**src/rtl/pssb_pkg.sv**
```systemverilog
// ----------------------------------------------------------------------------
// Port scan source blocker package
// Shared constants, verdict codes, item and table entry types, and the
// sequencer state type.
// ----------------------------------------------------------------------------
package pssb_pkg;

  // Table geometry.
  localparam int unsigned TABLE_DEPTH = 1024;
  localparam int unsigned IDX_W       = $clog2(TABLE_DEPTH);
  localparam int unsigned CNT_W       = IDX_W + 1;

  // Protocol constants.
  localparam logic [15:0] ETHERTYPE_IPV4 = 16'h0800;
  localparam logic [15:0] ETH_HDR_END    = 16'd14;
  localparam logic [15:0] IP_HDR_END     = 16'd34;
  localparam logic [15:0] TCP_HDR_END    = 16'd54;

  typedef enum logic [1:0] {
    VERDICT_ABORT = 2'd0,
    VERDICT_DROP  = 2'd1,
    VERDICT_PASS  = 2'd2
  } verdict_e;

  // One input request.
  typedef struct packed {
    logic [15:0] frame_length;
    logic [15:0] ether_type;
    logic [31:0] source_address;
    logic [15:0] dest_port;
    logic        syn_flag;
    logic        ack_flag;
  } item_t;

  // One source table entry.
  typedef struct packed {
    logic [31:0] source_address;
    logic [15:0] first_port;
    logic [15:0] second_port;
    logic [15:0] third_port;
    logic        blocked;
  } entry_t;

  localparam int unsigned ENTRY_W = $bits(entry_t);

  // One result.
  typedef struct packed {
    verdict_e verdict;
    logic     new_source;
    logic     source_blocked;
  } result_t;

  // Outcome of the header screen.
  typedef struct packed {
    logic     early;
    verdict_e verdict;
  } screen_t;

  // Table memory access from the sequencer.
  typedef struct packed {
    logic             we;
    logic [IDX_W-1:0] waddr;
    entry_t           wdata;
    logic             re;
    logic [IDX_W-1:0] raddr;
  } ram_req_t;

  typedef enum logic [2:0] {
    ST_IDLE,
    ST_CHECK,
    ST_SCAN,
    ST_CREATE,
    ST_UPDATE,
    ST_EMIT
  } state_e;

endpackage

```
**src/rtl/pssb_screen.sv**
```systemverilog
// ----------------------------------------------------------------------------
// Header screen
// Applies the table-full, length, ethertype, source and port checks in
// order and reports whether a verdict is settled before any table lookup.
// ----------------------------------------------------------------------------
module pssb_screen (
  input  pssb_pkg::item_t   item_i,
  input  logic              full_i,
  output pssb_pkg::screen_t screen_o
);

  import pssb_pkg::*;

  // Checks in priority order; the first that fires decides.
  always_comb begin
    screen_o.early   = 1'b1;
    screen_o.verdict = VERDICT_ABORT;
    priority if (full_i) begin
      screen_o.verdict = VERDICT_PASS;
    end else if (item_i.frame_length < ETH_HDR_END) begin
      screen_o.verdict = VERDICT_ABORT;
    end else if (item_i.ether_type == 16'h0000) begin
      screen_o.verdict = VERDICT_ABORT;
    end else if (item_i.ether_type != ETHERTYPE_IPV4) begin
      screen_o.verdict = VERDICT_PASS;
    end else if (item_i.frame_length < IP_HDR_END) begin
      screen_o.verdict = VERDICT_ABORT;
    end else if (item_i.source_address == 32'h0000_0000) begin
      screen_o.verdict = VERDICT_ABORT;
    end else if (item_i.frame_length < TCP_HDR_END) begin
      screen_o.verdict = VERDICT_ABORT;
    end else if (item_i.dest_port == 16'h0000) begin
      screen_o.verdict = VERDICT_ABORT;
    end else begin
      screen_o.early = 1'b0;
    end
  end

endmodule

```
**src/rtl/pssb_ctrl.sv**
```systemverilog
// ----------------------------------------------------------------------------
// Lookup sequencer
// Screens each request; if unsettled, scans the source table one entry per
// cycle with a single address comparator, then creates or updates the entry.
// ----------------------------------------------------------------------------
module pssb_ctrl (
  input  logic               clk_i,
  input  logic               rst_ni,
  input  logic               in_valid_i,
  output logic               in_ready_o,
  input  pssb_pkg::item_t    item_i,
  output logic               res_valid_o,
  input  logic               res_ready_i,
  output pssb_pkg::result_t  res_o,
  output pssb_pkg::ram_req_t ram_req_o,
  input  pssb_pkg::entry_t   rdata_i
);

  import pssb_pkg::*;

  state_e           state_q, state_d;
  item_t            item_q, item_d;
  logic [CNT_W-1:0] count_q, count_d;
  logic [IDX_W-1:0] idx_q, idx_d;
  result_t          res_q, res_d;
  screen_t          screen;
  logic [CNT_W-1:0] idx_next;
  logic             scan_last;
  logic             addr_hit;
  logic             port_known;

  pssb_screen u_screen (
    .item_i   (item_q),
    .full_i   (count_q == CNT_W'(TABLE_DEPTH)),
    .screen_o (screen)
  );

  // Shared scan comparator and entry index stepping.
  assign idx_next   = {1'b0, idx_q} + CNT_W'(1);
  assign scan_last  = (idx_next == count_q);
  assign addr_hit   = (rdata_i.source_address == item_q.source_address);
  assign port_known = (rdata_i.first_port == item_q.dest_port) ||
                      (rdata_i.second_port == item_q.dest_port) ||
                      (rdata_i.third_port == item_q.dest_port);

  // Control state.
  always_ff @(posedge clk_i or negedge rst_ni) begin
    if (!rst_ni) begin
      state_q <= ST_IDLE;
      count_q <= '0;
    end else begin
      state_q <= state_d;
      count_q <= count_d;
    end
  end

  // Request, index and result holding registers.
  always_ff @(posedge clk_i) begin
    item_q <= item_d;
    idx_q  <= idx_d;
    res_q  <= res_d;
  end

  // Next state and outputs.
  always_comb begin
    state_d     = state_q;
    item_d      = item_q;
    count_d     = count_q;
    idx_d       = idx_q;
    res_d       = res_q;
    ram_req_o   = '0;
    in_ready_o  = 1'b0;
    res_valid_o = 1'b0;

    unique case (state_q)
      ST_IDLE: begin
        in_ready_o = 1'b1;
        if (in_valid_i) begin
          item_d  = item_i;
          state_d = ST_CHECK;
        end
      end

      ST_CHECK: begin
        if (screen.early) begin
          res_d   = '{verdict: screen.verdict, new_source: 1'b0, source_blocked: 1'b0};
          state_d = ST_EMIT;
        end else if (count_q == '0) begin
          state_d = ST_CREATE;
        end else begin
          ram_req_o.re    = 1'b1;
          ram_req_o.raddr = '0;
          idx_d           = '0;
          state_d         = ST_SCAN;
        end
      end

      // Read data holds entry idx_q; compare and fetch the next one.
      ST_SCAN: begin
        if (addr_hit) begin
          state_d = ST_UPDATE;
        end else if (scan_last) begin
          state_d = ST_CREATE;
        end else begin
          ram_req_o.re    = 1'b1;
          ram_req_o.raddr = idx_next[IDX_W-1:0];
          idx_d           = idx_next[IDX_W-1:0];
        end
      end

      // Unknown source: the new entry takes the next free slot.
      ST_CREATE: begin
        ram_req_o.we    = 1'b1;
        ram_req_o.waddr = count_q[IDX_W-1:0];
        ram_req_o.wdata = '{source_address: item_q.source_address,
                            first_port: item_q.dest_port,
                            second_port: 16'h0000,
                            third_port: 16'h0000,
                            blocked: 1'b0};
        count_d = count_q + CNT_W'(1);
        res_d   = '{verdict: VERDICT_PASS, new_source: 1'b1, source_blocked: 1'b0};
        state_d = ST_EMIT;
      end

      // Known source: check the block mark and record a new port.
      ST_UPDATE: begin
        ram_req_o.waddr = idx_q;
        ram_req_o.wdata = rdata_i;
        res_d = '{verdict: VERDICT_PASS, new_source: 1'b0, source_blocked: 1'b0};
        priority if (rdata_i.blocked) begin
          res_d = '{verdict: VERDICT_DROP, new_source: 1'b0, source_blocked: 1'b1};
        end else if (port_known) begin
          res_d.verdict = VERDICT_PASS;
        end else if (rdata_i.second_port == 16'h0000) begin
          ram_req_o.we                = 1'b1;
          ram_req_o.wdata.second_port = item_q.dest_port;
        end else if (rdata_i.third_port == 16'h0000) begin
          ram_req_o.we                = 1'b1;
          ram_req_o.wdata.third_port  = item_q.dest_port;
          ram_req_o.wdata.blocked     = 1'b1;
          res_d = '{verdict: VERDICT_DROP, new_source: 1'b0, source_blocked: 1'b1};
        end else begin
          res_d.verdict = VERDICT_PASS;
        end
        state_d = ST_EMIT;
      end

      ST_EMIT: begin
        res_valid_o = 1'b1;
        if (res_ready_i) begin
          state_d = ST_IDLE;
        end
      end

      default: begin
        state_d = ST_IDLE;
      end
    endcase
  end

  assign res_o = res_q;

endmodule

```
**config.mk**
```make
export PLATFORM = sky130hd
export DESIGN_NAME = pssb_ctrl
export DESIGN_NICKNAME = d
export VERILOG_FILES = /design/src/rtl/pssb_pkg.sv /design/src/rtl/pssb_screen.sv /design/src/rtl/pssb_ctrl.sv
export SDC_FILE = /design/constraint.sdc
export NUM_CORES = 1
export LEC_CHECK = 0
export BUFFER_PORTS_ARGS = -buffer_cell sky130_fd_sc_hd__buf_4
export CELL_PAD_IN_SITES_DETAIL_PLACEMENT = 1
export CELL_PAD_IN_SITES_GLOBAL_PLACEMENT = 1
export CORE_ASPECT_RATIO = 0.5
export CORE_MARGIN = 2
export CORE_UTILIZATION = 36
export DETAILED_ROUTE_END_ITERATION = 10
export GPL_ROUTABILITY_DRIVEN = 0
export PLACE_DENSITY = 0.84
export SKIP_CTS_REPAIR_TIMING = 1
export SLEW_MARGIN = 20
export SYNTH_ARGS = -nofsm -noshare
export SYNTH_HDL_FRONTEND = slang
export SYNTH_HIERARCHICAL = 1
export SYNTH_SLANG_ARGS = --single-unit
export TNS_END_PERCENT = 5
```
**constraint.sdc**
```tcl
create_clock -name clk_i -period 4.26 [get_ports clk_i]
set_input_delay 0.852 -clock clk_i [delete_from_list [all_inputs] [get_ports clk_i]]
set_output_delay 0.852 -clock clk_i [all_outputs]
set_load 0.01 [all_outputs]
```
# After elaboration in Yosys (flattened, before gate mapping)
# Index checks and enable logic that the tools add are counted.
dict set report word_totals {
  regBits 108
  inputBits 167
  out_inout_bits 109
  word_cells 100
}
dict set report classes {
  n_addsub 2
  order_cmp 3
  eq_ne 20
  mux 49
  reduce_logical 16
}
# op count
set op_table {}
lappend op_table {{92-bit case mux with 2 select lines} 1}
lappend op_table {{33-bit 2-to-1 mux} 2}
lappend op_table {{16-bit logical NOT} 4}
lappend op_table {{16-bit equality test} 3}
lappend op_table {{11-bit 2-to-1 mux} 4}
lappend op_table {{10-bit 2-to-1 mux} 4}
lappend op_table {{17-bit 2-to-1 mux} 2}
lappend op_table {{32-bit equality test} 1}
lappend op_table {{32-bit logical NOT} 1}
lappend op_table {{16-bit by 6-bit < comparator with 1-bit output, second input constant} 2}
lappend op_table {{11-bit case mux with 2 select lines} 1}
lappend op_table {{10-bit case mux with 2 select lines} 1}
lappend op_table {{16-bit by 4-bit < comparator with 1-bit output, second input constant} 1}
lappend op_table {{1-bit 2-to-1 mux} 16}
lappend op_table {{16-bit 2-to-1 mux} 1}
lappend op_table {{16-bit by 12-bit inequality test with 1-bit output, second input constant} 1}
lappend op_table {{3-bit 2-to-1 mux} 5}
lappend op_table {{3-bit case mux with 5 select lines} 1}
lappend op_table {{2-bit 2-to-1 mux} 7}
lappend op_table {{2-bit inequality test, second input constant} 7}
lappend op_table {{4-bit 2-to-1 mux} 3}
lappend op_table {{4-bit case mux with 3 select lines} 1}
lappend op_table {{10-bit by 1-bit adder with 11-bit output, second input constant} 1}
lappend op_table {{11-bit by 1-bit adder with 11-bit output, second input constant} 1}
lappend op_table {{15 further kinds} 19}

# Longest topological paths before layout
dict set report logic_depth {
  ltp_word 11
  ltp_mapped 10
  mapped_depth_nobuf 10
}

# Cells and area by module
# The synthesis kept the hierarchy.
# module n_inst cells_each area_each_um2 seq_area_each_um2
set modules_own_cells {}
lappend modules_own_cells {pssb_ctrl 1 579 6346.1 3233.1}
lappend modules_own_cells {pssb_screen 1 34 236.5 0.0}

# Worst setup path after synthesis
# OpenSTA, ideal clock, no wires.
dict set report synth_path {
  kind {register -> register}
  from {register state_q[0]}
  to {register item_q[0] (netlist name)}
  setup_time_ns 0.449
  t_arrival_ns 2.854
  t_required_ns 3.811
  slack_ns 0.957
  path_stages_with_launch 4
  path_buffers 1
  synth_period_minus_slack_ns 3.303
  path_cell_list {dfrtp_1 > clkbuf_1 > nor3_1 > and2_1}
}
# element line_no
set synth_lines {}
lappend synth_lines {{from (decl)} pssb_ctrl.sv:21} ;# state_e state_q, state_d;
lappend synth_lines {{from (signal assigned)} pssb_ctrl.sv:52} ;# state_q <= state_d;

==> impl_metrics.tcl <==
set metrics [dict create \
    insertion_delay_ns 0.36 \
    num_vias 5842 \
    vdd_ir_drop_max_v 0.000224 \
    cp.required_ns 3.41 \
    r2r_start "idx_q[0]" \
    cts_buffer_depth 2 \
    grt-busiest-layer "met2" \
    grt_remaining_overflow 0 \
    start_kind "register" \
    cts_tree "done" \
    path_cells "ha_1, nand3_1, o21ai_0, o221ai_1, a311oi_1, a41o_1, nor2_1, buf_4" \
    path_clk_slew_ns 0.08 \
    cp-endpoint "ram_req_o[5]" \
    period_minus_slack_ns 3.95 \
    dp_hpwl_um 17700 \
    grt_max_degree 80 \
    slowest_delay_ns 0.51 \
    yosys_warnings 6 \
    fill_cells 1975 \
    power.density_mw_per_mm2 418 \
    ant_nets 0 \
    slew_viol_final 0 \
    drt_iter0_drc 358 \
    slew-limit-headroom 0.294 \
    crit_type "register to primary output" \
    dieArea_mm2 0.0192 \
    io_pins 276 \
    clock_skew_ns 0.0183 \
    synth_nets 780 \
    critPathArrivalTime_ns 3.10 \
    crit_fanout 12 \
    routed_wl_um 22300 \
    grt_pass1_vias 6308 \
    drive_above_1_share 0.374 \
    hold_violations 0 \
    grt_use_met1 0.296 \
    met2_usage 0.417 \
    seq_area_mm2 0.00314 \
    drt-wirelength-per-cell_um 20.6 \
    cts.sinks 107 \
    core_area_mm2 0.0175 \
    p_leak_nw 3.61 \
    reg2reg_setup_slack_ns 1.04 \
    cts_buffers 9 \
    final_common_cell "buf_4" \
    htreeDepth 3 \
    grt_pass1_wl_um 35400 \
    fin_crit_sh 0.928 \
    viasPerCell 5.38 \
    multiInputGateArea_mm2 0.00302 \
    fmax_ghz 0.253 \
    crit_slowest_cell "a41o_1" \
    placed_cells 1069 \
    postSynthAreaPerCell_um2 10.6 \
    core.rowCount 34 \
    fin_ws_ns 0.309 \
    status "finished, final reports clean" \
    die_w_um 194 \
    startpoint "idx_q[0]" \
    r2r_cells 7 \
    min_path_type "input port to async pin" \
    pre_cts_ws_ns 0.627 \
    final_cell_mix "buf_4, xnor2_1, edfxtp_1" \
    finalSetupViolations 0 \
    grt_usage 0.234 \
    final_nets 1016 \
    dr.pass1.iters 5 \
    cts_root_buf "clkbuf_16" \
    worst-slew-pin-transition_ns 1.06 \
    final.setup.tns_ns 0 \
    antenna_found_initial 0 \
    grt_use_met3 0.0411 \
    rsz0062_at_grt "no" \
    die_y_um 99.0 \
    drc 0 \
    r2r-end "idx_q[9]" \
    portBuffers 272 \
    cap_violations 0 \
    fin_cells 1085 \
    synthesis.area_mm2 0.00649 \
    postSynthCellCount 610 \
    end_kind "primary output" \
    n_antenna_cell 0 \
    area_delta_synth_final_pct 37.5 \
    start_util 0.370 \
]
## sequential cells by signal, indices dropped and copies added (netlist names)
name,count
res_o,4
count_q,11
item_q,79
idx_q,10
state_q,3
## worst min-delay path by stage
stage,depth (start not counted),slack (ns),end,start
4_1_cts,1,0.33,count_q[9],rst_ni
5_1_grt,1,0.33,count_q[2],rst_ni
2_1_floorplan,1,0.50,count_q[10],count_q[10]
3_5_place_dp,1,0.59,count_q[10],count_q[10]
3_3_place_gp,1,0.57,count_q[10],count_q[10]
6_report,1,0.34,count_q[2],rst_ni
## metrics by stage
| step | hold slack (ns) | cell area (µm²) | power [mW] | utilization |
|---|---|---|---|---|
| finish | 0.337 | 8920 | 3.73 | 0.509 |
| detailed placement | 0.589 | 8610 | 2.87 | 0.491 |
| global placement | 0.575 | 8610 | 2.83 | 0.491 |
| floorplan | 0.496 | 6490 | 2.14 | - |
| global route | 0.332 | 8920 | 3.91 | 0.509 |
| CTS | 0.333 | 8920 | 3.76 | 0.509 |
## worst max-delay path: cells and delay by family, from the launching register on
family / cells / cell delay [ns]
compound gates: 4 / 1.33
fa+ha+maj: 1 / 0.40
buf+inv: 1 / 0.16
flops: 1 / 0.50
simple gates: 2 / 0.36
## per-layer routing
layer	vias to the layer above	wire length (µm)	part of all wire
met3	26	1140	0.051
met4	0	370	0.017
li1	2723	-	-
met2	199	11200	0.50
met1	2894	9630	0.43
met5	-	0	0
## final cells by class
class | instances | area share
clock buffers | 9 | 0.0252
clock inverters | 7 | 0.0102
inverters | 11 | 0.00463
multi-input cells | 436 | 0.339
flip-flops and latches | 107 | 0.352
well taps | 234 | 0.0328
repair buffers | 281 | 0.236
## where the power goes
group	internal (mW)	switching, mW	total [mW]
Sequential	1.32	0.140	1.46
Combinational	0.670	0.707	1.38
Clock	0.434	0.455	0.889
Total	2.43	1.30	3.73
No activity file was read; power rests on OpenSTA's default activity.
