==> src/rtl/pssb_ram.sv <==
// ----------------------------------------------------------------------------
// Generic RAM
// One write port and one read port, read data registered and held while
// no read is issued.
// ----------------------------------------------------------------------------
module pssb_ram #(
  parameter int unsigned WIDTH = 8,
  parameter int unsigned DEPTH = 16
) (
  input  logic                     clk_i,
  input  logic                     we_i,
  input  logic [$clog2(DEPTH)-1:0] waddr_i,
  input  logic [WIDTH-1:0]         wdata_i,
  input  logic                     re_i,
  input  logic [$clog2(DEPTH)-1:0] raddr_i,
  output logic [WIDTH-1:0]         rdata_o
);

  logic [WIDTH-1:0] mem_q [DEPTH];
  logic [WIDTH-1:0] rdata_q;

  // Write port.
  always_ff @(posedge clk_i) begin
    if (we_i) begin
      mem_q[waddr_i] <= wdata_i;
    end
  end

  // Registered read port.
  always_ff @(posedge clk_i) begin
    if (re_i) begin
      rdata_q <= mem_q[raddr_i];
    end
  end

  assign rdata_o = rdata_q;

endmodule

==> config.mk <==
export PLATFORM = sky130hd
export DESIGN_NAME = pssb_ram
export DESIGN_NICKNAME = d
export VERILOG_FILES = /design/src/rtl/pssb_ram.sv
export SDC_FILE = /design/constraint.sdc
export NUM_CORES = 1
export LEC_CHECK = 0
export BUFFER_PORTS_ARGS = -buffer_cell sky130_fd_sc_hd__buf_2
export CAP_MARGIN = 20
export CORE_MARGIN = 2
export CORE_UTILIZATION = 60
export DETAILED_ROUTE_END_ITERATION = 10
export GPL_TIMING_DRIVEN = 0
export PLACE_DENSITY = 0.75
export RECOVER_POWER = 100
export SETUP_SLACK_MARGIN = 0.02
export SLEW_MARGIN = 20
export SYNTH_ARGS = -nofsm -noshare
export SYNTH_HDL_FRONTEND = slang
export SYNTH_SLANG_ARGS = --single-unit
==> constraint.sdc <==
create_clock -name clk_i -period 2.48 [get_ports clk_i]
set_clock_uncertainty 0.1 [all_clocks]
set_input_delay 0.496 -clock clk_i [delete_from_list [all_inputs] [get_ports clk_i]]
set_output_delay 0.496 -clock clk_i [all_outputs]
set_load 0.01 [all_outputs]
# ---- After elaboration in Yosys (flattened, before gate mapping)
# Memories as Yosys holds them, arrays and structs flattened. A register that Yosys moved wholly into a read port is not among the register bits.
# Cells that the tools add are included.
dict set report word_totals {
  out_inout_bits 8
  regBits 0
  inputBits 19
  wordCells 3
  memories 1
  mem_bits_rw 128
}
# memory depth word_bits read_ports rd_clocked_by_memory_dff wr line
set memory_table {}
lappend memory_table {mem_q 16 8 1 1 1 19} ;# logic [WIDTH-1:0] mem_q [DEPTH];
dict set report op_classes {
  mux 2
}
# op n
set ops {}
lappend ops {{two-way mux 1 bit} 2}

# ---- Longest topological paths before layout
# Gate-level depths: netlist of the first run.
dict set report depth {
  depth_word 2
  mapped_depth 5
  depth_no_buf 3
}

# ---- Worst setup path before layout of the first run
# No wires, ideal clock.
dict set report synth_path {
  path_kind {input-to-reg}
  start {input port waddr_i[2]}
  end {memory mem_q[0][0], enable pin}
  path_slack_ns 0.391
  cell_stages 2
  setup_ns 0.383
  t_required_ns 1.997
  arrival_time_ns 1.606
  path_cell_list {or3b_2 nor3_1}
}
# element line
set synth_lines {}
lappend synth_lines {{start, declared} 12} ;# input logic [$clog2(DEPTH)-1:0] waddr_i,
lappend synth_lines {{end, declared} 19}
# No word-level cell before the write port.

==> results, run 1 <==
- The run finished with clean final reports.
- During placement, the flow inserted port buffers numbering 25.
- The count of unresolved DRC violations after routing is 0.
- Dividing the detail-routed via count by the number of cells gives ~6.3.
- Summed over all layers, the global routing overflow is 0.
- The design draws 5.20 mW.
- Derived from the worst setup path, the maximum achievable clock frequency is ~500 MHz.
- The max capacitance violation total is 0.
- The clock net sink count is 136.
- Counting I/O delays and the setup requirement, the final critical path takes roughly 2.0 ns.
- Clock latency on the worst-skew pair, taken at its later pin, is 0.52 ns.
- The post-route standard cell area excluding fillers is 0.00602 mm².
- The final core area utilization is a little over two thirds.
- For the worst setup path, the data required time is roughly 2.6 ns.
- TritonCTS created 17 clock buffers.
- The critical path capture point type is a flip-flop.
- The die is ~97 µm wide.
- The number of H-tree levels is 4.
- Counting cells, the worst reg-to-reg path comes to 3.
- The number of placed instances with taps included is roughly 360.
- The last weighted congestion value of the routability-driven placer is 0.695.
- The area of the mapped netlist is between 0.005 and 0.006 mm².
- On the final layout, the worst hold slack is approximately 0.33 ns.
- Once the floorplan was initialized, standard cells occupied between 60% and 70% of the core.
- The largest voltage drop on the vdd net is roughly 380 µV.
- In this run the most critical hold path is launched from re_i.
- Timing analysis after detailed placement gives a worst setup slack of 0.181 ns.
- Counting every net in the synthesized netlist gives about 250.
- The internal cell power is 4.11 mW.
- The category of the critical setup timing path is in2reg.
- The end of the worst register-to-register path is rdata_o[1].
- The most common cell after layout, fill and taps aside is sky130_fd_sc_hd__edfxtp_1.
- The worst path setup slack after routing is around 0.47 ns.
- The total net switching power is between 1 and 1.5 mW.
- STA classifies the critical path startpoint as a primary input.
- The buffer depth of the longest clock path is 2.
- Headroom to the max-slew limit came out at between 10% and 20%.
- The measured slew at the worst slew-check pin is ~1.2 ns.
- The number of gates resized after CTS was 0.
- Post-CTS timing repair inserted 0 buffers for setup.
- For this design the top-level I/O count stands at 27.
- After clock tree synthesis, the clock-pin slew on the worst setup and hold paths is ~0.060 ns.
- Setup total negative slack on the finished layout was measured at 0 ns.
- The wire length per cell after detailed routing is approximately 25 µm.
- The antenna violation net count after detailed routing is 0.
- The sequential fraction of the synthesis area is 78.1%.
- The number of placement rows is 34.
- Of the available clock period, the critical path in the final layout requires 81.0%.
- The routed design has just under 10000 µm of wire.
- Detailed routing inserted a total of between 2000 and 2500 vias.
- The post-DP HPWL is 6030 µm.
- The diode insertion count for antenna repair is 0.
- The first detailed-routing pass ran for 5 iterations.
- The core region is around 0.0086 mm².
- The relative contribution of the clock network to total power is between 40% and 50%.
- Entering global routing, the biggest net connects 17 pins.
- Yosys printed 0 warnings.
- After the first detailed-routing iteration, the DRC count stood at roughly 260.
- Dividing total power by cell area gives a power density of approximately 860 mW/mm².
- Setup repair after global routing left no endpoint under its margin.
- Global routing consumed, over all layers together, around 22% of the routing resources.
- The total setup violations reported at the end of the flow is 0.
- The area enclosed by the die boundary is about 0.0095 mm².
- The data arrival at the endpoint of the critical path is 2.17 ns.
- The total number of nets in the final design is 292.
- Summed over all cells, the static leakage comes to between 1.5 and 2 nW.
- The post-placement cell area is between 0.005 and 0.006 mm².
- The type of the tightest min-delay check is in2reg.
- The portion of total power attributed to combinational logic is around 4.6%.
- The launching point of the worst reg2reg path is mem_q[1][1].
- Synthesis inferred 136 register bits.
- The worst hold path endpoint is rdata_o[5].
- Dividing the synthesized area by the synthesized cell count gives roughly 23 µm².
- The area growth from synthesis to layout is 15.2%.
- The clock tree from TritonCTS is done.
- The number of stages on the worst hold path is 1.
- For this design, the CTS-stage hold fixing added 0 buffers.
- The number of antenna violations at the first check in global routing is 0.
- The number of different library cells used by synthesis comes to 18.
- The net switching share of the total power is 20.9%.
- The via count of the first global-routing pass is roughly 2500.
- The first global-routing pass estimated ~15000 µm of wire.
- The final-report max-slew violation count is 0.
- The share of post-route cells with drive strength above 1 is approximately 23%.
- Of all nets on the critical path, the largest fanout is 10.
- The count of final hold-check violations is 0.
- In this run, flip-flops and latches consume around 50% of the power.
- The die boundary height is approximately 100 µm.
- The number of standard cells in the layout, taps in and fillers out is a little under 400.
- In the layout the commonest cells are 136 x sky130_fd_sc_hd__edfxtp_1, 21 x sky130_fd_sc_hd__clkbuf_1, 18 x sky130_fd_sc_hd__mux4_2.
- For flop-to-flop paths, the worst setup slack is approximately 0.85 ns.
- Clock tree synthesis selected as its root buffer the cell sky130_fd_sc_hd__clkbuf_8.
- The cell count after synthesis is approximately 230.
==> cell families after synthesis <==
logic type / share of synthesized area (%)
DFF: 78.1
and+or+nand+nor: 3.14
muxes: 14.8
AOI/OAI and AO/OA: 2.30
buffers and inverters: 1.65
==> power groups by stage <==
stage | sequential, mW | clock [mW] | combinational, mW
floorplan | 2.65 | 0 | 0.131
global placement | 2.65 | 0 | 0.236
detailed placement | 2.65 | 0 | 0.246
CTS | 2.60 | 2.38 | 0.250
global route | 2.61 | 2.48 | 0.255
finish | 2.60 | 2.36 | 0.237
==> routing by layer <==
layer	wire (µm)	vias up	global-route usage, %
li1	-	1071	-
met1	4120	1286	32.1
met2	4880	114	33.8
met3	676	15	5.18
met4	155	0	9.08
met5	0	-	0
==> cells in the mapped netlist (all sizes together) <==
library cell   number  area [µm²]
edfxtp            136        4080
mux4               32         773
a22oi              16         120
nor2               13        48.8
nand2               9        33.8
buf                 7        56.3
nor3                4        20.0
clkdlybuf4s25       3        30.0
nand2b              2        12.5
nand3b              2        15.0
and2                1        6.26
and2b               1        7.51
nand3               1        5.00
nor2b               1        6.26
or3b                1        8.76
==> state kept, by name (all words and copies together) (netlist names) <==
name     flops
mem_q      128
rdata_o      8
==> area by class of cell <==
cell class,instances,area (µm²)
sequential,136,4080
fill,518,2570
multi-input combinational,83,1060
clock buffer,17,414
clock inverter,15,154
tap,108,135
timing repair buffer,25,100
buffer,10,72.6
==> worst max path at each step <==
stage                     from     endpoint  slack [ns]  cells after the start
floorplan           waddr_i[2]  mem_q[0][0]        0.39                      2
global placement    waddr_i[2]  mem_q[0][4]       -0.16                      3
detailed placement  waddr_i[2]  mem_q[0][0]        0.18                      3
CTS                 waddr_i[2]  mem_q[0][5]        0.74                      3
global route        raddr_i[0]   rdata_o[1]        0.39                      5
finish              raddr_i[0]   rdata_o[1]        0.47                      5
==> critical path, stage by stage <==
cell	delay (ns)
sky130_fd_sc_hd__clkbuf_1	0.26
sky130_fd_sc_hd__clkbuf_2	0.41
sky130_fd_sc_hd__mux4_1	0.64
sky130_fd_sc_hd__a22oi_1	0.25
sky130_fd_sc_hd__nand2_1	0.10
Power figures use the tool's default switching activity.
==> inputs of run 2 (changes only) <==
==> constraint.sdc (replaced) <==
create_clock -name clk_i -period 2 [get_ports clk_i]
set_clock_uncertainty 0.1 [all_clocks]
set_input_delay 0.4 -clock clk_i [delete_from_list [all_inputs] [get_ports clk_i]]
set_output_delay 0.4 -clock clk_i [all_outputs]
set_load 0.01 [all_outputs]
==> run 2 against run 1 <==
Net effect: non-clock buffer count is the same; die area did not move; final area shrank 0.64%; global-route usage is essentially flat; clock-buffer cell count increased by 3; clock power up 13%; cell count down 0.25%; sequential power increased by 24%; register-to-register slack got worse by 0.52 ns; combinational power up 25%; critical endpoint is now mem_q[8][6].
==> results, run 2 (synthesized netlist as in run 1, its figures left out) <==
- The critical path data required time was 2.02 ns (was 2.64 ns).
- The combined global-route utilization of all metal layers is 22.2% (about the same).
- The share of post-route cells with drive strength above 1 came to 21.8% (was 22.7%).
- The total number of nets in the final design was 292 (unchanged).
- The number of placement rows is 34 (unchanged).
- The number of setup buffers added after CTS came to 0 (unchanged).
- The maximum fanout along the worst path is 8 (was 10).
- The diode insertion count for antenna repair is 0 (unchanged).
- The cell family contributing the most delay on the critical path was simple AND/OR/NAND/NOR gates (was buffers and inverters).
- The type of element launching the critical path was a primary input (unchanged).
- The number of buffers created by CTS is 17 (unchanged).
- Outcome: completed (unchanged).
- The buffer depth of the longest clock path was 2 (unchanged).
- The category of the critical setup timing path is in2reg (unchanged).
- The critical path capture point type was a flip-flop (unchanged).
- Cell-by-cell trace of the critical path: clkbuf_1, nand3b_1, nor3_1 (was clkbuf_1, clkbuf_2, mux4_1, a22oi_1, nand2_1).
- The number of H-tree levels is 4 (unchanged).
- The wire length per cell after detailed routing is 25.0 µm (was 24.9 µm).
- The max capacitance violation total is 0 (unchanged).
- The initial core utilization is 60.8% (unchanged).
- The boundary pin count is 27 (unchanged).
- The number of flip-flops in the largest register is 128 (unchanged).
- Setup repair after global routing missed its margin: no (unchanged).
- The last weighted congestion value of the routability-driven placer is 0.683 (was 0.695).
- The clock transition time at the flip-flop clock pins of the worst setup and hold paths is 0.06 ns (about the same).
- Timing would allow up to around 580 MHz.
- The core area is 0.00859 mm² (unchanged).
- The post-placement worst setup slack is -0.189 ns (was 0.181 ns).
- The total buffers and inverters traversed by the critical path was 1 (was 2).
- The number of port buffers is 25 (unchanged).
- The total power draw is 6.19 mW (was 5.20 mW).
- The clock tree from TritonCTS is done (unchanged).
- The wire length after detailed routing is 9840 µm (was 9830 µm).
- The count of final hold-check violations is 0 (unchanged).
- For the finished layout, the period the worst path requires is ~1.7 ns.
- The total global routing overflow is 0 (unchanged).
- The largest voltage drop on the vdd net is 619 µV (was 375 µV).
- The antenna violation net count after detailed routing came to 0 (unchanged).
- The most common cell after layout, fill and taps aside is sky130_fd_sc_hd__edfxtp_1 (unchanged).
- The clock net sink count was 136 (unchanged).
- The number of antenna violations at the first check in global routing is 0 (unchanged).
- The static leakage power was 1.95 nW (was 1.96 nW).
- The worst slack on hold paths is 0.248 ns (was 0.330 ns).
- The area growth from synthesis to layout came to 14.5% (was 15.2%).
- The worst path setup slack after routing is 0.262 ns (was 0.472 ns).
- The count of cells resized by post-cts repair is 0 (unchanged).
- The root cell of the clock tree is sky130_fd_sc_hd__clkbuf_8 (unchanged).
- The global-route wire length before repair is 14600 µm (was 14700 µm).
- The number of standard cells in the layout, taps in and fillers out is 393 (was 394).
- The die boundary height is 97.3 µm (unchanged).
- The total setup violations reported at the end of the flow was 0 (unchanged).
- The number of placed instances with taps included came to 362 (unchanged).
- The final core area utilization is 69.6% (was 70.1%).
- The via count of the first global-routing pass is 2464 (was 2479).
- The floorplan die width is 97.3 µm (unchanged).
- The max-slew headroom at the worst pin is 15.9% (was 18.7%).
- The insertion delay to the later sink of the worst-skew pair is 0.51 ns (was 0.52 ns).
- Most used cells in the layout excluding fill and tap cells: 136 x sky130_fd_sc_hd__edfxtp_1, 22 x sky130_fd_sc_hd__clkbuf_1, 18 x sky130_fd_sc_hd__mux4_2 (was 136 x sky130_fd_sc_hd__edfxtp_1, 21 x sky130_fd_sc_hd__clkbuf_1, 18 x sky130_fd_sc_hd__mux4_2).
- The data arrival at the endpoint of the critical path is 1.76 ns (was 2.17 ns).
- The critical path's largest stage delay is 0.99 ns (was 0.64 ns).
- The measured slew at the worst slew-check pin is 1.25 ns (was 1.21 ns).
- The worst-path cell with the longest stage delay is sky130_fd_sc_hd__nor3_1 (was sky130_fd_sc_hd__mux4_1).
- The number of detailed-route iterations in the first pass came to 4 (was 5).
- The post-DP HPWL is 6030 µm (about the same).
- The count of unresolved DRC violations after routing came to 0 (unchanged).
- The power per cell area is 1030 mW/mm² (was 863 mW/mm²).
- The number of buffers added to fix hold violations after cts is 0 (unchanged).
- The per-cell via count in the routed design was 6.19 (was 6.31).
- The type of the tightest min-delay check is in2reg (unchanged).
- The largest register by flop count was mem_q (unchanged).
- The count of vias placed by the detailed router is 2434 (was 2486).
- The final-report max-slew violation count was 0 (unchanged).
- The initial detailed-routing violation count was 242 (was 264).
- The worst path uses 86.9% of the clock period.
- The area enclosed by the die boundary is 0.00948 mm² (unchanged).
- The maximum number of pins on one net before global-route repair is 17 (unchanged).
==> run 2: cell types whose count changed in the layout (fill, tap and decap cells not counted), sizes merged <==
cell | before | now
buf | 10 | 13
bufinv | 2 | 1
clkinv | 8 | 7
inv | 2 | 0
==> run 2: metal layers <==
metal	wire length, µm	track usage [%]	vias up
met4	61	7.05	0
met5	0	0	-
li1	-	-	1066
met3	791	6.47	7
met1	4040	32.1	1261
met2	4950	33.6	100
==> run 2: worst register-to-register path: stages (launching register included) <==
cell                       delay, ns
sky130_fd_sc_hd__edfxtp_1       0.39
sky130_fd_sc_hd__mux4_2         0.47
sky130_fd_sc_hd__a22oi_1        0.36
sky130_fd_sc_hd__nand2_1        0.10
==> run 2: path summary, 6_finish.rpt <==
check	start	to	slack, ns	cells past startpoint
max	waddr_i[2]	mem_q[8][6]	0.26	3
min	re_i	rdata_o[2]	0.25	1
max reg2reg	mem_q[0][7]	rdata_o[7]	0.33	3
min reg2reg	mem_q[8][2]	rdata_o[2]	0.66	3
==> run 2: area by class of cell <==
class,count,area [µm²]
Clock buffer,20,425
Tap cell,108,135
Clock inverter,11,83.8
Fill cell,534,2610
Multi-Input combinational cell,83,1070
Sequential cell,136,4080
Timing Repair Buffer,25,101
Buffer,10,86.3
==> run 2: where the power goes <==
group          switching (mW)  internal, mW  leakage [nW]
registers              0.0153          3.21          1.24
clock network            1.05          1.61         0.243
logic                   0.180         0.117         0.467
total                    1.25          4.94          1.95
==> run 2: per-stage QoR <==
step | cell area [µm²] | setup TNS (ns)
2_1_floorplan | 5230 | 0
3_3_place_gp | 5490 | -8.14
3_5_place_dp | 5500 | -6.11
4_1_cts | 6010 | 0
5_1_grt | 5980 | 0
6_report | 5980 | 0
==> inputs of run 3 (changes only) <==
--- a/config.mk
+++ b/config.mk
@@ -9,10 +9,12 @@
 export CAP_MARGIN = 20
 export CORE_MARGIN = 2
 export CORE_UTILIZATION = 60
+export CTS_BUF_LIST = sky130_fd_sc_hd__clkbuf_4 sky130_fd_sc_hd__clkbuf_8 sky130_fd_sc_hd__clkbuf_16
 export DETAILED_ROUTE_END_ITERATION = 10
 export GPL_TIMING_DRIVEN = 0
-export PLACE_DENSITY = 0.75
+export PLACE_DENSITY = 0.85
 export RECOVER_POWER = 100
+export REMOVE_ABC_BUFFERS = 1
 export SETUP_SLACK_MARGIN = 0.02
 export SLEW_MARGIN = 20
 export SYNTH_ARGS = -nofsm -noshare
==> run 3 against run 2 <==
Net effect: maximum frequency decreased by 6.8%; first-iteration DRC count increased by 35%; non-clock buffer count decreased by 9; highest routed layer unchanged; largest cell class unchanged; worst setup slack got worse by 0.13 ns.
==> results, run 3 (synthesized netlist as in run 1, its figures left out) <==
- The total power draw came to 6.80 mW (was 6.19 mW).
- The max-slew headroom at the worst pin was 39.1% (was 15.9%).
- The highest clock frequency the design can meet was 536 MHz (was 575 MHz).
- The core area is 0.00859 mm² (unchanged).
- The sequential cell fraction of total power is 47.5% (was 52.2%).
- Cell-by-cell trace of the critical path: buf_4, mux4_1, a22oi_1, nand2_1 (was clkbuf_1, nand3b_1, nor3_1).
- The largest voltage drop on the vdd net is 789 µV (was 619 µV).
- The uppermost layer routed was met4 (unchanged).
- The critical path data required time is 2.16 ns (was 2.02 ns).
- The cell count of the worst reg-to-reg path is 3 (unchanged).
- The category of the critical setup timing path was in2reg (unchanged).
- The worst-path cell with the longest stage delay is sky130_fd_sc_hd__mux4_1 (was sky130_fd_sc_hd__nor3_1).
- The post-route met1 wirelength is 3600 µm (was 4040 µm).
- The max capacitance violation total came to 0 (unchanged).
- The number of flip-flops in the largest register is 128 (unchanged).
- The number of H-tree levels is 4 (unchanged).
- The worst slack on hold paths is 0.194 ns (was 0.248 ns).
- The total global routing overflow came to 0 (unchanged).
- The die boundary height is 97.3 µm (unchanged).
- The number of buffers added to fix hold violations after cts is 0 (unchanged).
- The total of fill cells in the finished design was 513 (was 534).
- The number of setup buffers added after CTS is 0 (unchanged).
- The critical path capture point type is a flip-flop (unchanged).
- The final total negative setup slack is 0 ns (unchanged).
- The total net switching power is 1.32 mW (was 1.25 mW).
- The data arrival at the endpoint of the critical path was 2.03 ns (was 1.76 ns).
- The total area of sequential cells came to 0.00408 mm² (unchanged).
- The initial detailed-routing violation count is 326 (was 242).
- The antenna violation net count after detailed routing was 0 (unchanged).
- The via count of the first global-routing pass is 2584 (was 2464).
- The relative contribution of the clock network to total power is 48.4% (was 43.0%).
- The initial core utilization is 60.8% (unchanged).
- The share of post-route cells with drive strength above 1 came to 21.7% (was 21.8%).
- The floorplan die width is 97.3 µm (unchanged).
- The root cell of the clock tree is sky130_fd_sc_hd__clkbuf_8 (unchanged).
- The internal cell power is 5.49 mW (was 4.94 mW).
- The type of element launching the critical path is a primary input (unchanged).
- The detailed route wirelength on metal2 is 5160 µm (was 4950 µm).
- The area enclosed by the die boundary is 0.00948 mm² (unchanged).
- The wire length after detailed routing was 9760 µm (was 9840 µm).
- The type of the tightest min-delay check is in2reg (unchanged).
- The count of unresolved DRC violations after routing was 0 (unchanged).
- The fraction of the cycle the final worst path needs is 93.3% (was 86.9%).
- The count of vias placed by the detailed router came to 2472 (was 2434).
- The clock transition time at the flip-flop clock pins of the worst setup and hold paths is 0.06 ns (about the same).
- The maximum fanout along the worst path is 32 (was 8).
- The most common cell after layout, fill and taps aside was sky130_fd_sc_hd__edfxtp_1 (unchanged).
- The total setup violations reported at the end of the flow is 0 (unchanged).
- The net switching share of the total power is 19.4% (was 20.1%).
- The static leakage power is 1.96 nW (was 1.95 nW).
- The portion of total power attributed to combinational logic is 4.1% (was 4.8%).
- The number of detailed-route iterations in the first pass is 5 (was 4).
- The met3 wirelength from detailed routing is 819 µm (was 791 µm).
- Outcome: completed (unchanged).
- Most used cells in the layout excluding fill and tap cells: 136 x sky130_fd_sc_hd__edfxtp_1, 19 x sky130_fd_sc_hd__clkbuf_1, 18 x sky130_fd_sc_hd__mux4_2 (was 136 x sky130_fd_sc_hd__edfxtp_1, 22 x sky130_fd_sc_hd__clkbuf_1, 18 x sky130_fd_sc_hd__mux4_2).
- The clock net sink count is 136 (unchanged).
- The number of antenna violations at the first check in global routing was 0 (unchanged).
- The maximum number of pins on one net before global-route repair came to 33 (was 17).
- The last weighted congestion value of the routability-driven placer was 0.757 (was 0.683).
- The count of final hold-check violations is 0 (unchanged).
- The combined global-route utilization of all metal layers came to 22.1% (was 22.2%).
- The buffer depth of the longest clock path came to 2 (unchanged).
- The per-cell via count in the routed design is 6.42 (was 6.19).
- The power per cell area is 1130 mW/mm² (was 1030 mW/mm²).
- The post-DP HPWL is 5760 µm (was 6030 µm).
- The number of buffers created by CTS is 17 (unchanged).
- The boundary pin count is 27 (unchanged).
- The insertion delay to the later sink of the worst-skew pair came to 0.53 ns (was 0.51 ns).
- The largest register by flop count is mem_q (unchanged).
- The post-placement worst setup slack came to -0.685 ns (was -0.189 ns).
- The final-report max-slew violation count is 0 (unchanged).
- The clock period minus final worst setup slack was 1.87 ns (was 1.74 ns).
- The number of placement rows is 34 (unchanged).
- The number of port buffers is 26 (was 25).
- The measured slew at the worst slew-check pin came to 0.911 ns (was 1.25 ns).
- The diode insertion count for antenna repair is 0 (unchanged).
- The wire length per cell after detailed routing is 25.3 µm (was 25.0 µm).
- The worst path setup slack after routing is 0.135 ns (was 0.262 ns).
- The clock tree from TritonCTS was done (unchanged).
- The total number of nets in the final design is 283 (was 292).
- The critical path's largest stage delay was 0.69 ns (was 0.99 ns).
- Setup repair after global routing missed its margin: no (unchanged).
- The global-route wire length before repair is 14700 µm (was 14600 µm).
- The area of the multi-input gates was 0.00108 mm² (was 0.00107 mm²).
- The area growth from synthesis to layout came to 15.5% (was 14.5%).
- The number of stages on the worst hold path was 1 (unchanged).
## run 3: final timing paths
path / slack (ns) / end / start
worst max-delay path: 0.13 / rdata_o[0] / raddr_i[0]
worst min-delay path: 0.19 / rdata_o[0] / re_i
worst max register to register: 0.26 / rdata_o[0] / mem_q[1][0]
worst min register to register: 0.65 / rdata_o[2] / mem_q[15][2]
## run 3: area by class of cell
class	count	area share, %
sequential	136	67.6
tap	108	2.24
timing repair buffer	26	1.80
clock buffer	19	7.11
clock inverter	13	3.36
multi-input combinational	83	17.8
## run 3: per-stage QoR
| stage | instances | util (%) | area (µm²) |
|---|---|---|---|
| 2_1_floorplan | 219 | - | 5140 |
| 3_3_place_gp | 353 | 62.9 | 5410 |
| 3_5_place_dp | 353 | 63.1 | 5430 |
| 4_1_cts | 385 | 70.5 | 6060 |
| 5_1_grt | 385 | 70.3 | 6040 |
| 6_report | 385 | 70.3 | 6040 |
## run 3: power groups by stage
stage / clock [mW] / combinational [mW] / sequential [mW]
after floorplan: 0 / 0.128 / 3.29
after global routing: 3.43 / 0.298 / 3.23
after global placement: 0 / 0.266 / 3.28
after detailed placement: 0 / 0.282 / 3.29
after CTS: 3.32 / 0.287 / 3.23
final: 3.30 / 0.278 / 3.23
## run 3: worst max-delay path, delay by kind of cell
kind	cells	cell delay, ns
simple gates	1	0.12
compound gates	1	0.33
mux	1	0.69
buf+inv	1	0.46
## run 3: what timing repair did
action / 4_1_cts / 5_1_grt
endpoints found under the hold margin: 0 / 0
gates resized for setup: 1 / 0
endpoints found under the setup margin: 8 / 0
## run 3: routing by layer
metal  vias up  global-route usage, %
met5         -                      0
met2       136                   36.0
met3        23                   6.12
li1       1059                      -
met4         0                   9.72
met1      1254                   28.5
